<file path="config.mk">
export PLATFORM = sky130hd
export DESIGN_NAME = accel_inactivity_detector
export DESIGN_NICKNAME = d
export VERILOG_FILES = /design/src/design/aid_pkg.sv /design/src/design/accel_inactivity_detector.sv /design/src/design/aid_mag.sv
export SDC_FILE = /design/constraint.sdc
export NUM_CORES = 1
export LEC_CHECK = 0
export ABC_AREA = 1
export BUFFER_PORTS_ARGS = -buffer_cell sky130_fd_sc_hd__clkbuf_2
export CAP_MARGIN = 20
export CORE_MARGIN = 5
export CORE_UTILIZATION = 40
export CTS_CLUSTER_DIAMETER = 200
export DETAILED_ROUTE_END_ITERATION = 16
export PLACE_DENSITY_LB_ADDON = 0.1
export SLEW_MARGIN = 25
export SYNTH_ARGS = -nofsm -noshare
export SYNTH_HDL_FRONTEND = slang
export SYNTH_SLANG_ARGS = --single-unit
</file>
<file path="constraint.sdc">
create_clock -name clk -period 6.3 [get_ports clk]
set_input_delay 1.26 -clock clk [delete_from_list [all_inputs] [get_ports clk]]
set_output_delay 1.26 -clock clk [all_outputs]
set_load 0.02 [all_outputs]
</file>
<file path="src/design/aid_pkg.sv">
// Shared types and constants for the accelerometer inactivity detector.
// Used by aid_mag and accel_inactivity_detector; no dependencies.
package aid_pkg;

  localparam int AXIS_W   = 16;
  localparam int SUM_W    = 32;
  localparam int MAG_W    = 16;
  localparam int THR_W    = 16;
  localparam int PERIOD_W = 8;
  localparam int QUIET_W  = 16;
  localparam int BUSY_W   = 14;
  localparam int CNT_W    = 4;
  localparam int CFG_IDX_W  = 3;
  localparam int CFG_DATA_W = 16;

  localparam logic [THR_W-1:0]    QUIET_THR_RST  = 16'd7246;
  localparam logic [PERIOD_W-1:0] PERIOD_RST     = 8'd15;
  localparam logic [QUIET_W-1:0]  INACT_LIM_RST  = 16'd5000;
  localparam logic [BUSY_W-1:0]   ACT_LIM_RST    = 14'd250;
  localparam logic [MAG_W-1:0]    SEED_RST       = 16'd8234;
  localparam logic [QUIET_W-1:0]  QUIET_MAX      = '1;
  localparam logic [BUSY_W-1:0]   BUSY_MAX       = '1;

  // Configuration register indexes
  typedef enum logic [CFG_IDX_W-1:0] {
    CFG_QUIET_THR = 3'd0,
    CFG_PERIOD    = 3'd1,
    CFG_INACT_LIM = 3'd2,
    CFG_ACT_LIM   = 3'd3,
    CFG_SEED      = 3'd4
  } cfg_idx_t;

  // Top-level control sequencer
  typedef enum logic [1:0] {
    ST_IDLE,
    ST_CALC,
    ST_UPDATE
  } ctl_state_t;

  // Magnitude unit sequencer
  typedef enum logic [1:0] {
    MG_IDLE,
    MG_SQUARE,
    MG_ROOT
  } mag_state_t;

endpackage

</file>
<file path="src/design/accel_inactivity_detector.sv">
// Accelerometer inactivity detector, top level.
// From input acceptance to out_valid an item passes 16 square steps, 16 root
// steps, one handoff and one state update. The shared serial multiply and
// square-root unit takes no new item until the last one is committed; the
// next item is taken while a result still waits on the output register.
// Reset (synchronous, rst_n low) loads register defaults and clears times.
module accel_inactivity_detector
  import aid_pkg::*;
(
  input  logic                     clk,
  input  logic                     rst_n,
  // Input channel
  input  logic                     in_valid,
  output logic                     in_ready,
  input  logic signed [AXIS_W-1:0] in_accel_x,
  input  logic signed [AXIS_W-1:0] in_accel_y,
  input  logic signed [AXIS_W-1:0] in_accel_z,
  // Result channel
  output logic                     out_valid,
  input  logic                     out_ready,
  output logic                     out_inactivity_detected,
  output logic [MAG_W-1:0]         out_magnitude,
  // Configuration channel
  input  logic                     cfg_valid,
  output logic                     cfg_ready,
  input  logic [CFG_IDX_W-1:0]     cfg_index,
  input  logic [CFG_DATA_W-1:0]    cfg_data
);

  ctl_state_t          state_r, state_nxt;
  logic [THR_W-1:0]    quiet_thr_r;
  logic [PERIOD_W-1:0] period_r;
  logic [QUIET_W-1:0]  inact_lim_r;
  logic [BUSY_W-1:0]   act_lim_r;
  logic [MAG_W-1:0]    seed_r;
  logic [MAG_W-1:0]    prev_mag_r;
  logic [QUIET_W-1:0]  quiet_time_r;
  logic [BUSY_W-1:0]   busy_time_r;
  logic                out_valid_r;
  logic                out_flag_r;
  logic [MAG_W-1:0]    out_mag_r;

  logic                in_take, start, mag_done, commit;
  logic [MAG_W-1:0]    mag;
  logic [MAG_W:0]      diff_raw;
  logic [MAG_W-1:0]    diff;
  logic                quiet;
  logic [QUIET_W:0]    quiet_sum;
  logic [BUSY_W:0]     busy_sum;
  logic [QUIET_W-1:0]  quiet_sat;
  logic [BUSY_W-1:0]   busy_sat;
  logic                flag;
  logic [QUIET_W-1:0]  quiet_nxt;
  logic [BUSY_W-1:0]   busy_nxt;

  aid_mag u_mag (
    .clk     (clk),
    .rst_n   (rst_n),
    .start   (start),
    .accel_x (in_accel_x),
    .accel_y (in_accel_y),
    .accel_z (in_accel_z),
    .done    (mag_done),
    .mag     (mag)
  );

  // Next state
  always_comb begin
    state_nxt = state_r;
    unique case (state_r)
      ST_IDLE:   if (in_valid) state_nxt = ST_CALC;
      ST_CALC:   if (mag_done) state_nxt = ST_UPDATE;
      ST_UPDATE: if (!out_valid_r || out_ready) state_nxt = ST_IDLE;
      default:   state_nxt = ST_IDLE;
    endcase
  end

  // Handshake outputs
  always_comb begin
    in_ready  = (state_r == ST_IDLE);
    in_take   = in_valid && in_ready;
    start     = in_take;
    commit    = (state_r == ST_UPDATE) && (!out_valid_r || out_ready);
    cfg_ready = 1'b1;
  end

  // Compare with the previous magnitude and advance the time counts
  always_comb begin
    diff_raw  = {1'b0, mag} - {1'b0, prev_mag_r};
    diff      = diff_raw[MAG_W] ? MAG_W'(prev_mag_r - mag) : diff_raw[MAG_W-1:0];
    quiet     = (diff < quiet_thr_r);
    quiet_sum = {1'b0, quiet_time_r} + (QUIET_W+1)'(period_r);
    busy_sum  = {1'b0, busy_time_r} + (BUSY_W+1)'(period_r);
    quiet_sat = quiet_sum[QUIET_W] ? QUIET_MAX : quiet_sum[QUIET_W-1:0];
    busy_sat  = busy_sum[BUSY_W] ? BUSY_MAX : busy_sum[BUSY_W-1:0];
    flag      = 1'b0;
    quiet_nxt = quiet_time_r;
    busy_nxt  = busy_time_r;
    if (quiet) begin
      if (quiet_sat > inact_lim_r) begin
        flag      = 1'b1;
        quiet_nxt = '0;
        busy_nxt  = '0;
      end else begin
        quiet_nxt = quiet_sat;
      end
    end else begin
      if (busy_sat > act_lim_r) begin
        quiet_nxt = '0;
        busy_nxt  = '0;
      end else begin
        busy_nxt = busy_sat;
      end
    end
  end

  // Sequencer, tracking state and output valid
  always_ff @(posedge clk) begin
    if (!rst_n) begin
      state_r      <= ST_IDLE;
      out_valid_r  <= 1'b0;
      prev_mag_r   <= SEED_RST;
      quiet_time_r <= '0;
      busy_time_r  <= '0;
    end else begin
      state_r <= state_nxt;
      if (commit) begin
        out_valid_r  <= 1'b1;
        quiet_time_r <= quiet_nxt;
        busy_time_r  <= busy_nxt;
        prev_mag_r   <= flag ? seed_r : mag;
      end else if (out_ready) begin
        out_valid_r <= 1'b0;
      end
    end
  end

  // Hold the result until the transaction completes
  always_ff @(posedge clk) begin
    if (commit) begin
      out_flag_r <= flag;
      out_mag_r  <= mag;
    end
  end

  // Configuration registers; unknown indexes drop the write
  always_ff @(posedge clk) begin
    if (!rst_n) begin
      quiet_thr_r <= QUIET_THR_RST;
      period_r    <= PERIOD_RST;
      inact_lim_r <= INACT_LIM_RST;
      act_lim_r   <= ACT_LIM_RST;
      seed_r      <= SEED_RST;
    end else if (cfg_valid && cfg_ready) begin
      unique case (cfg_index)
        CFG_QUIET_THR: quiet_thr_r <= cfg_data[THR_W-1:0];
        CFG_PERIOD:    period_r    <= cfg_data[PERIOD_W-1:0];
        CFG_INACT_LIM: inact_lim_r <= cfg_data[QUIET_W-1:0];
        CFG_ACT_LIM:   act_lim_r   <= cfg_data[BUSY_W-1:0];
        CFG_SEED:      seed_r      <= cfg_data[MAG_W-1:0];
        default: ;
      endcase
    end
  end

  assign out_valid               = out_valid_r;
  assign out_inactivity_detected = out_flag_r;
  assign out_magnitude           = out_mag_r;

endmodule

</file>
<file path="src/design/aid_mag.sv">
// Magnitude unit: bit-serial sum of squares, then digit-by-digit square root.
// Depends on aid_pkg.
module aid_mag
  import aid_pkg::*;
(
  input  logic                     clk,
  input  logic                     rst_n,
  input  logic                     start,
  input  logic signed [AXIS_W-1:0] accel_x,
  input  logic signed [AXIS_W-1:0] accel_y,
  input  logic signed [AXIS_W-1:0] accel_z,
  output logic                     done,
  output logic [MAG_W-1:0]         mag
);

  localparam logic [CNT_W-1:0] LAST = '1;
  localparam int REM_W = MAG_W + 3;

  mag_state_t         state_r, state_nxt;
  logic [CNT_W-1:0]   cnt_r;
  logic [AXIS_W-1:0]  mx_r, my_r, mz_r;
  logic [AXIS_W-1:0]  sx_r, sy_r, sz_r;
  logic [SUM_W-1:0]   sum_r;
  logic [REM_W-3:0]   rem_r;
  logic [MAG_W-1:0]   root_r;
  logic               done_r;
  logic               sq_en, root_en;

  logic [AXIS_W-1:0]  abs_x, abs_y, abs_z;
  logic [SUM_W-1:0]   sum_nxt;
  logic [REM_W-1:0]   rem_w, trial;

  // Take absolute values; the most negative sample maps to 0x8000
  always_comb begin
    abs_x = accel_x[AXIS_W-1] ? AXIS_W'(-accel_x) : AXIS_W'(accel_x);
    abs_y = accel_y[AXIS_W-1] ? AXIS_W'(-accel_y) : AXIS_W'(accel_y);
    abs_z = accel_z[AXIS_W-1] ? AXIS_W'(-accel_z) : AXIS_W'(accel_z);
  end

  // Next state
  always_comb begin
    state_nxt = state_r;
    unique case (state_r)
      MG_IDLE:   if (start) state_nxt = MG_SQUARE;
      MG_SQUARE: if (cnt_r == LAST) state_nxt = MG_ROOT;
      MG_ROOT:   if (cnt_r == LAST) state_nxt = MG_IDLE;
      default:   state_nxt = MG_IDLE;
    endcase
  end

  // Step enables
  always_comb begin
    sq_en   = (state_r == MG_SQUARE);
    root_en = (state_r == MG_ROOT);
  end

  // Multiply MSB first: double the sum and add the selected multiplicands
  always_comb begin
    sum_nxt = {sum_r[SUM_W-2:0], 1'b0}
            + SUM_W'(mx_r & {AXIS_W{sx_r[AXIS_W-1]}})
            + SUM_W'(my_r & {AXIS_W{sy_r[AXIS_W-1]}})
            + SUM_W'(mz_r & {AXIS_W{sz_r[AXIS_W-1]}});
  end

  // Bring down two radicand bits and try the next root bit
  always_comb begin
    rem_w = {rem_r, sum_r[SUM_W-1:SUM_W-2]};
    trial = {1'b0, root_r, 2'b01};
  end

  // Control registers
  always_ff @(posedge clk) begin
    if (!rst_n) begin
      state_r <= MG_IDLE;
      cnt_r   <= '0;
      done_r  <= 1'b0;
    end else begin
      state_r <= state_nxt;
      done_r  <= root_en && (cnt_r == LAST);
      if (state_r != state_nxt) cnt_r <= '0;
      else if (sq_en || root_en) cnt_r <= cnt_r + 1'b1;
    end
  end

  // Datapath registers
  always_ff @(posedge clk) begin
    if (start && (state_r == MG_IDLE)) begin
      mx_r  <= abs_x;
      my_r  <= abs_y;
      mz_r  <= abs_z;
      sx_r  <= abs_x;
      sy_r  <= abs_y;
      sz_r  <= abs_z;
      sum_r <= '0;
    end else if (sq_en) begin
      sum_r <= sum_nxt;
      sx_r  <= {sx_r[AXIS_W-2:0], 1'b0};
      sy_r  <= {sy_r[AXIS_W-2:0], 1'b0};
      sz_r  <= {sz_r[AXIS_W-2:0], 1'b0};
      if (cnt_r == LAST) begin
        rem_r  <= '0;
        root_r <= '0;
      end
    end else if (root_en) begin
      sum_r <= {sum_r[SUM_W-3:0], 2'b00};
      if (rem_w >= trial) begin
        rem_r  <= (REM_W-2)'(rem_w - trial);
        root_r <= {root_r[MAG_W-2:0], 1'b1};
      end else begin
        rem_r  <= rem_w[REM_W-3:0];
        root_r <= {root_r[MAG_W-2:0], 1'b0};
      end
    end
  end

  assign done = done_r;
  assign mag  = root_r;

endmodule

</file>
==> results of run 1 <==
## cells by family after synthesis
group           count (synthesis)  synth area share, %
simple gates                 1206                 24.7
other cells                     1               0.0187
buf+inv                       499                 9.69
flops                         304                 37.6
mux                             1               0.0499
fa+ha+maj                     171                 12.0
compound gates                442                 12.2
xor+xnor                       84                 3.67
## cell usage in the layout (no fill, tap or decap), drive strengths merged, types with 4 or more instances in the layout
cell type and n:
a21boi 4, o21ai 129, xnor2 18, a21o 11
ha 135, o21a 4, inv 414, nand3 161
xor2 66, nor2 209, nor3 23, dfxtp 158
nand3b 9, nand2 764, clkinv 5, a21oi 244
clkbuf 148, fa 36, nand4 19, or2 17
buf 11, o21bai 18, edfxtp 146, o211ai 18
## cell type report
cell class                 count  share of cell area [%]
tap                          672                    3.77
clock buffer                  58                    5.03
clock inverter                 9                   0.561
inverter                     413                    6.96
multi-input combinational   1905                    47.5
sequential                   304                    33.8
timing repair buffer         101                    2.39
## registers in the layout (all words and copies together), names as in the netlist, 4 cells and up
name,count
u_mag.my_r,16
u_mag.sz_r,16
u_mag.sx_r,16
u_mag.sum_r,32
u_mag.rem_r,17
inact_lim_r,16
busy_time_r,14
u_mag.sy_r,16
act_lim_r,14
u_mag.cnt_r,4
quiet_time_r,16
u_mag.mz_r,16
period_r,8
out_magnitude,16
seed_r,16
u_mag.mag,16
u_mag.mx_r,16
quiet_thr_r,16
prev_mag_r,16
## through the flow
| stage | power (W) | cell area, um^2 | cells | hold slack (ps) |
|---|---|---|---|---|
| after detailed placement | 0.00535 | 21100 | 3395 | 445 |
| after floorplan | 0.00463 | 20100 | 2708 | 430 |
| after CTS | 0.00758 | 22300 | 3462 | 453 |
| final | 0.00748 | 22300 | 3462 | 454 |
| after global routing | 0.00808 | 22300 | 3462 | 476 |
| after global placement | 0.00532 | 21100 | 3395 | 444 |
## worst reg2reg max path, delay by kind of cell (launching register included)
| kind | cells | cell delay, ps |
|---|---|---|
| compound gates | 6 | 1100 |
| fa+ha+maj | 3 | 880 |
| buf+inv | 5 | 820 |
| flops | 1 | 440 |
| simple gates | 11 | 1350 |
## per-layer routing
layer  GRT usage [%]  wire length (um)  up-vias
met4            5.78              1480        0
met3            2.40              2030       92
met2            34.3             26200      295
met5               0                 0        -
li1                -                 -     8799
met1            25.9             24500     7880
## power by group through the flow
stage | sequential (W) | clock (W) | combinational [W]
after floorplan | 0.00258 | 0 | 0.00205
after global placement | 0.00264 | 0 | 0.00269
after detailed placement | 0.00264 | 0 | 0.00271
after CTS | 0.00260 | 0.00226 | 0.00272
after global routing | 0.00263 | 0.00234 | 0.00311
final | 0.00260 | 0.00219 | 0.00269
## final timing paths
path / startpoint / to / slack (ps) / cells past startpoint
worst max-delay path: u_mag.mag[0] / quiet_time_r[0] / 1610 / 25
worst min-delay path: seed_r[6] / seed_r[6] / 450 / 2
worst max register to register: u_mag.mag[0] / quiet_time_r[0] / 1610 / 25
worst min register to register: seed_r[6] / seed_r[6] / 450 / 2
==> impl_metrics.py, run 1 <==
metrics = {
    "outcome": {
        "outcome": "complete, no violations",
    },
    "grt": {
        "grt_remaining_overflow": 0,
        "antenna_violations_before_repair": 0,
        "grt_use_total_pct": 19.7,
        "grt_pass1_vias": 16520,
        "maximum_number_of_pins_on_one_net_before_global_route_repair": 68,
        "grt_pass1_wl_mm": 87.0,
    },
    "synthesis": {
        "synth.top_cell.area_share_pct": 21.9,
        "synth_edf_count": 146,
        "seq_area_frac_synth_pct": 37.6,
        "ys_types": 57,
        "syn_nets": 2951,
        "ys_async_sr_fraction_pct": 0,
        "synthesis.area_per_instance_um2": 7.41,
        "synthFlopType": "dfxtp_1",
        "synthesis.area_um2": 20100,
        "synth.most_common_cell": "nand2_1",
        "ys.warnings.count": 0,
        "synth_seq_cells": 304,
        "synth_top_cell_by_area": "edfxtp_1",
        "synth_commonest_cells": "757 x nand2_1, 409 x inv_1, 240 x a21oi_1, 205 x nor2_1, 161 x nand3_1",
        "syn-instance-count": 2708,
        "synth.top_cells.by_area": "edfxtp_1 22%, dfxtp_1 16%, nand2_1 14%, ha_1 8.4%, inv_1 7.7%",
    },
    "timing": {
        "post-route-period-util_pct": 74.4,
        "number_of_hold_violations_in_the_final_report": 0,
        "final-setup-viol-count": 0,
        "timing_worst_slew_pin_value_ps": 1020,
        "setup-tns-final_ps": 0,
        "grt_setup_unrepaired": "no",
        "postLayoutSetupSlackWorst_ps": 1610,
        "fmax_mhz": 213,
        "headroom_to_the_max_slew_limit_pct": 31.6,
        "period_minus_slack_ps": 4690,
        "final-max-slew-violation-count": 0,
        "worst_clock_skew_ps": 11.4,
    },
    "power": {
        "clock_power_share_pct": 29.3,
        "power_density_nw_per_um2": 335,
        "power.sequential.fraction_pct": 34.7,
        "total_net_switching_power_w": 0.00280,
        "swShare_pct": 37.4,
        "part_of_the_total_power_dissipated_in_combinational_logic_pct": 36.0,
        "power.internal_w": 0.00469,
        "static_leak_nw": 10.5,
        "vdd.ir_drop.worst_mv": 0.192,
    },
    "placed_design": {
        "numPortBuffers": 90,
        "post-dp-hpwl_mm": 41.1,
        "routabilityCongestion": 0.962,
        "placement.setup.worst_slack_ps": 1670,
    },
    "cts": {
        "cts_setup_buffers": 0,
        "worstSkewPairLatency_ps": 540,
        "cts_resized": 0,
        "clk_transition_reported_paths_ps": 50,
        "cts-root-to-sink-buffers": 3,
        "clock_tree.root_cell": "clkbuf_16",
        "tritoncts": "done",
        "cts.htree.levels": 2,
        "cts_hold_buf": 0,
        "cts.sink_count": 304,
        "num_cts_buffers": 37,
    },
    "floorplan": {
        "placement_rows": 82,
        "ioPinCount": 92,
        "die_h_um": 234,
        "design.die.area_um2": 54700,
        "die_width_um": 234,
        "start_util_pct": 40.2,
        "core_area_um2": 49900,
    },
    "worst_setup_path": {
        "worst_path_slowest_cell": "edfxtp_1",
        "worst_ep_arrival_time_ps": 5150,
        "timing_worst_setup_path_type": "reg2reg",
        "cp_common_cell": "nand2_1",
        "crit_path_end_kind": "register",
        "crit_path_max_incr_delay_ps": 440,
        "cp_num_buf_inv": 5,
        "timing.critical_path.required_ps": 6760,
        "worst_path_dominant_cell_family": "simple AND/OR/NAND/NOR gates",
        "worst-path-max-fanout": 17,
        "startpoint_types": "register",
    },
    "layout": {
        "multi_input_comb_area_um2": 10600,
        "area.sequential_um2": 7550,
        "layout-area-overhead-vs-synth_pct": 11.3,
        "antenna_cells": 0,
        "final_nets": 3005,
        "final_layout_size_suffix_gt1_share_pct": 7.28,
        "nFillCells": 5140,
        "utilization_after_layout_pct": 44.8,
    },
    "detailed_routing": {
        "detail_route.wirelength_mm": 54.2,
        "first_pass_drt_iterations": 5,
        "avgViaCountPerCell": 4.93,
        "number_of_vias_after_detailed_routing": 17066,
        "initialDrtViolationCount": 962,
        "drc": 0,
        "detail_route.wl_per_cell_um": 15.7,
        "number_of_antenna_violating_nets_in_the_routed_design": 0,
    },
    "job": {
        "timing.max_cap.violations": 0,
    },
    "worst_hold_path": {
        "hold_path_class": "reg2reg",
    },
}
Power figures use the tool's default switching activity.
==> run 2, diff against run 1 <==
clock period = 4.3 ns   (was 6.3 ns; I/O delays follow)
==> impl_metrics.py, run 2 (synthesis gave the netlist of run 1 again) <==
metrics = {
    "outcome": {
        "outcome": "complete, no violations",
    },
    "detailed_routing": {
        "first_pass_drt_iterations": 5,
        "detail_route.wirelength_mm": 54.3,
        "number_of_antenna_violating_nets_in_the_routed_design": 0,
        "detail_route.wl_per_cell_um": 15.6,
        "initialDrtViolationCount": 1020,
        "avgViaCountPerCell": 4.93,
        "number_of_vias_after_detailed_routing": 17188,
        "drc": 0,
    },
    "cts": {
        "cts-root-to-sink-buffers": 3,
        "tritoncts": "done",
        "num_cts_buffers": 37,
        "clk_transition_reported_paths_ps": 60,
        "clock_tree.root_cell": "clkbuf_16",
        "worstSkewPairLatency_ps": 560,
        "cts.sink_count": 304,
        "cts.htree.levels": 2,
    },
    "grt": {
        "grtUsageMet2_pct": 34.2,
        "grt_use_total_pct": 19.6,
        "grt_pass1_vias": 16465,
        "antenna_violations_before_repair": 0,
        "met1_usage_pct": 25.7,
        "grt_util_met3_pct": 2.66,
        "maximum_number_of_pins_on_one_net_before_global_route_repair": 121,
        "grt_remaining_overflow": 0,
        "grt_pass1_wl_mm": 86.3,
        "grt.busiest_layer": "met2",
    },
    "layout": {
        "most-common-layout-cells": "755 x nand2_1, 408 x inv_1, 240 x a21oi_1, 204 x nor2_1, 161 x nand3_1",
        "final_layout_size_suffix_gt1_share_pct": 7.89,
        "final_nets": 3029,
        "antenna_cells": 0,
        "layout-area-overhead-vs-synth_pct": 12.0,
        "utilization_after_layout_pct": 45.0,
        "top_regs": "u_mag.sum_r x32, u_mag.rem_r x17",
        "register_with_the_most_flip_flops": "u_mag.sum_r",
        "layout.cells.most_common": "nand2_1",
        "largest_reg_flops": 32,
    },
    "power": {
        "power_density_nw_per_um2": 485,
        "finalPower_w": 0.0109,
        "static_leak_nw": 10.6,
        "vdd.ir_drop.worst_mv": 0.313,
    },
    "floorplan": {
        "ioPinCount": 92,
        "start_util_pct": 40.2,
        "die_h_um": 234,
        "die_width_um": 234,
        "placement_rows": 82,
        "design.die.area_um2": 54700,
        "core_area_um2": 49900,
    },
    "timing": {
        "final-max-slew-violation-count": 0,
        "final-setup-viol-count": 0,
        "setup-tns-final_ps": 0,
        "grt_setup_unrepaired": "no",
        "post-route-period-util_pct": 92.5,
        "number_of_hold_violations_in_the_final_report": 0,
        "timing_worst_slew_pin_value_ps": 876,
        "headroom_to_the_max_slew_limit_pct": 41.6,
        "fmax_mhz": 252,
        "period_minus_slack_ps": 3980,
        "worst_clock_skew_ps": 19.3,
    },
    "worst_setup_path": {
        "cp-startpoint": "u_mag.mag[0]",
        "worst_ep_arrival_time_ps": 4460,
        "crit_end": "prev_mag_r[9]",
        "timing.rr.start": "u_mag.mag[0]",
        "timing_worst_setup_path_type": "reg2reg",
        "timing.critical_path.required_ps": 4790,
        "r2r_setup_slack_ps": 320,
        "worst-path-max-fanout": 15,
        "startpoint_types": "register",
        "crit_path_end_kind": "register",
        "reg2regPathDepth": 24,
        "regToRegEndpoint": "prev_mag_r[9]",
    },
    "placed_design": {
        "post-dp-hpwl_mm": 41.2,
        "numPortBuffers": 90,
        "routabilityCongestion": 0.911,
    },
    "worst_hold_path": {
        "hold_path_class": "reg2reg",
    },
    "job": {
        "timing.max_cap.violations": 0,
    },
}
run 2: layer usage:
layer  routed length [um]  vias to the layer above  share of wire [%]
met4                 1350                        0                2.5
li1                     -                     8853                  -
met3                 2090                       72                3.8
met5                    0                        -                  0
met2                26300                      321                 48
met1                24600                     7942                 45
run 2: worst min-delay path by stage:
stage | slack, ps | cells past startpoint | startpoint | endpoint
after detailed placement | 450 | 2 | seed_r[2] | seed_r[2]
after floorplan | 430 | 2 | seed_r[10] | seed_r[10]
after global routing | 480 | 2 | seed_r[2] | seed_r[2]
after global placement | 440 | 2 | seed_r[11] | seed_r[11]
final | 460 | 2 | seed_r[8] | seed_r[8]
after CTS | 460 | 2 | seed_r[2] | seed_r[2]
run 2: critical path, stage by stage, from the launching register on:
cell      delay [ps]
edfxtp_1         390
inv_1            120
ha_1             160
inv_1             70
fa_1             430
nand3_1          110
nand2_2          110
a21boi_4         210
o21bai_4          90
a21oi_4          170
buf_12           150
buf_4            110
nand2_1           60
nand3_1           90
nand2_1           60
ha_1             280
a21oi_1          140
o21a_1           120
nand2_1           50
inv_1             60
nand2_2          130
buf_4            230
o21bai_1         320
nand3_1          110
a21oi_1          130
run 2: where the power goes:
group / leakage [nW] / switching, W / total, W / internal (W)
clock: 0.562 / 0.00128 / 0.00305 / 0.00177
combinational: 7.36 / 0.00265 / 0.00405 / 0.00139
sequential: 2.67 / 0.000229 / 0.00379 / 0.00356
run 2: through the flow:
step	std cells	hold WS (ps)	setup slack, ps	instance area, um^2
4_1_cts	3480	460	31.2	22400
2_1_floorplan	2708	430	723	20100
6_report	3485	457	325	22500
5_1_grt	3485	477	24.1	22500
3_3_place_gp	3414	442	28.9	21200
3_5_place_dp	3414	451	7.99	21200
run 2: repair_timing:
action | CTS | global route
hold buffers | 0 | 0
buffers inserted | 0 | 5
setup endpoints to repair | 1 | 46
pin swaps | 0 | 2
resized for setup | 1 | 2
run 2: cell type report:
type / instances / area [um^2]
fillers: 5111 / 27400
multi-input cells: 1905 / 10600
inverters: 413 / 1550
flip-flops and latches: 304 / 7550
well taps: 672 / 841
repair buffers: 125 / 751
clock buffers: 49 / 1000
clock inverters: 17 / 160
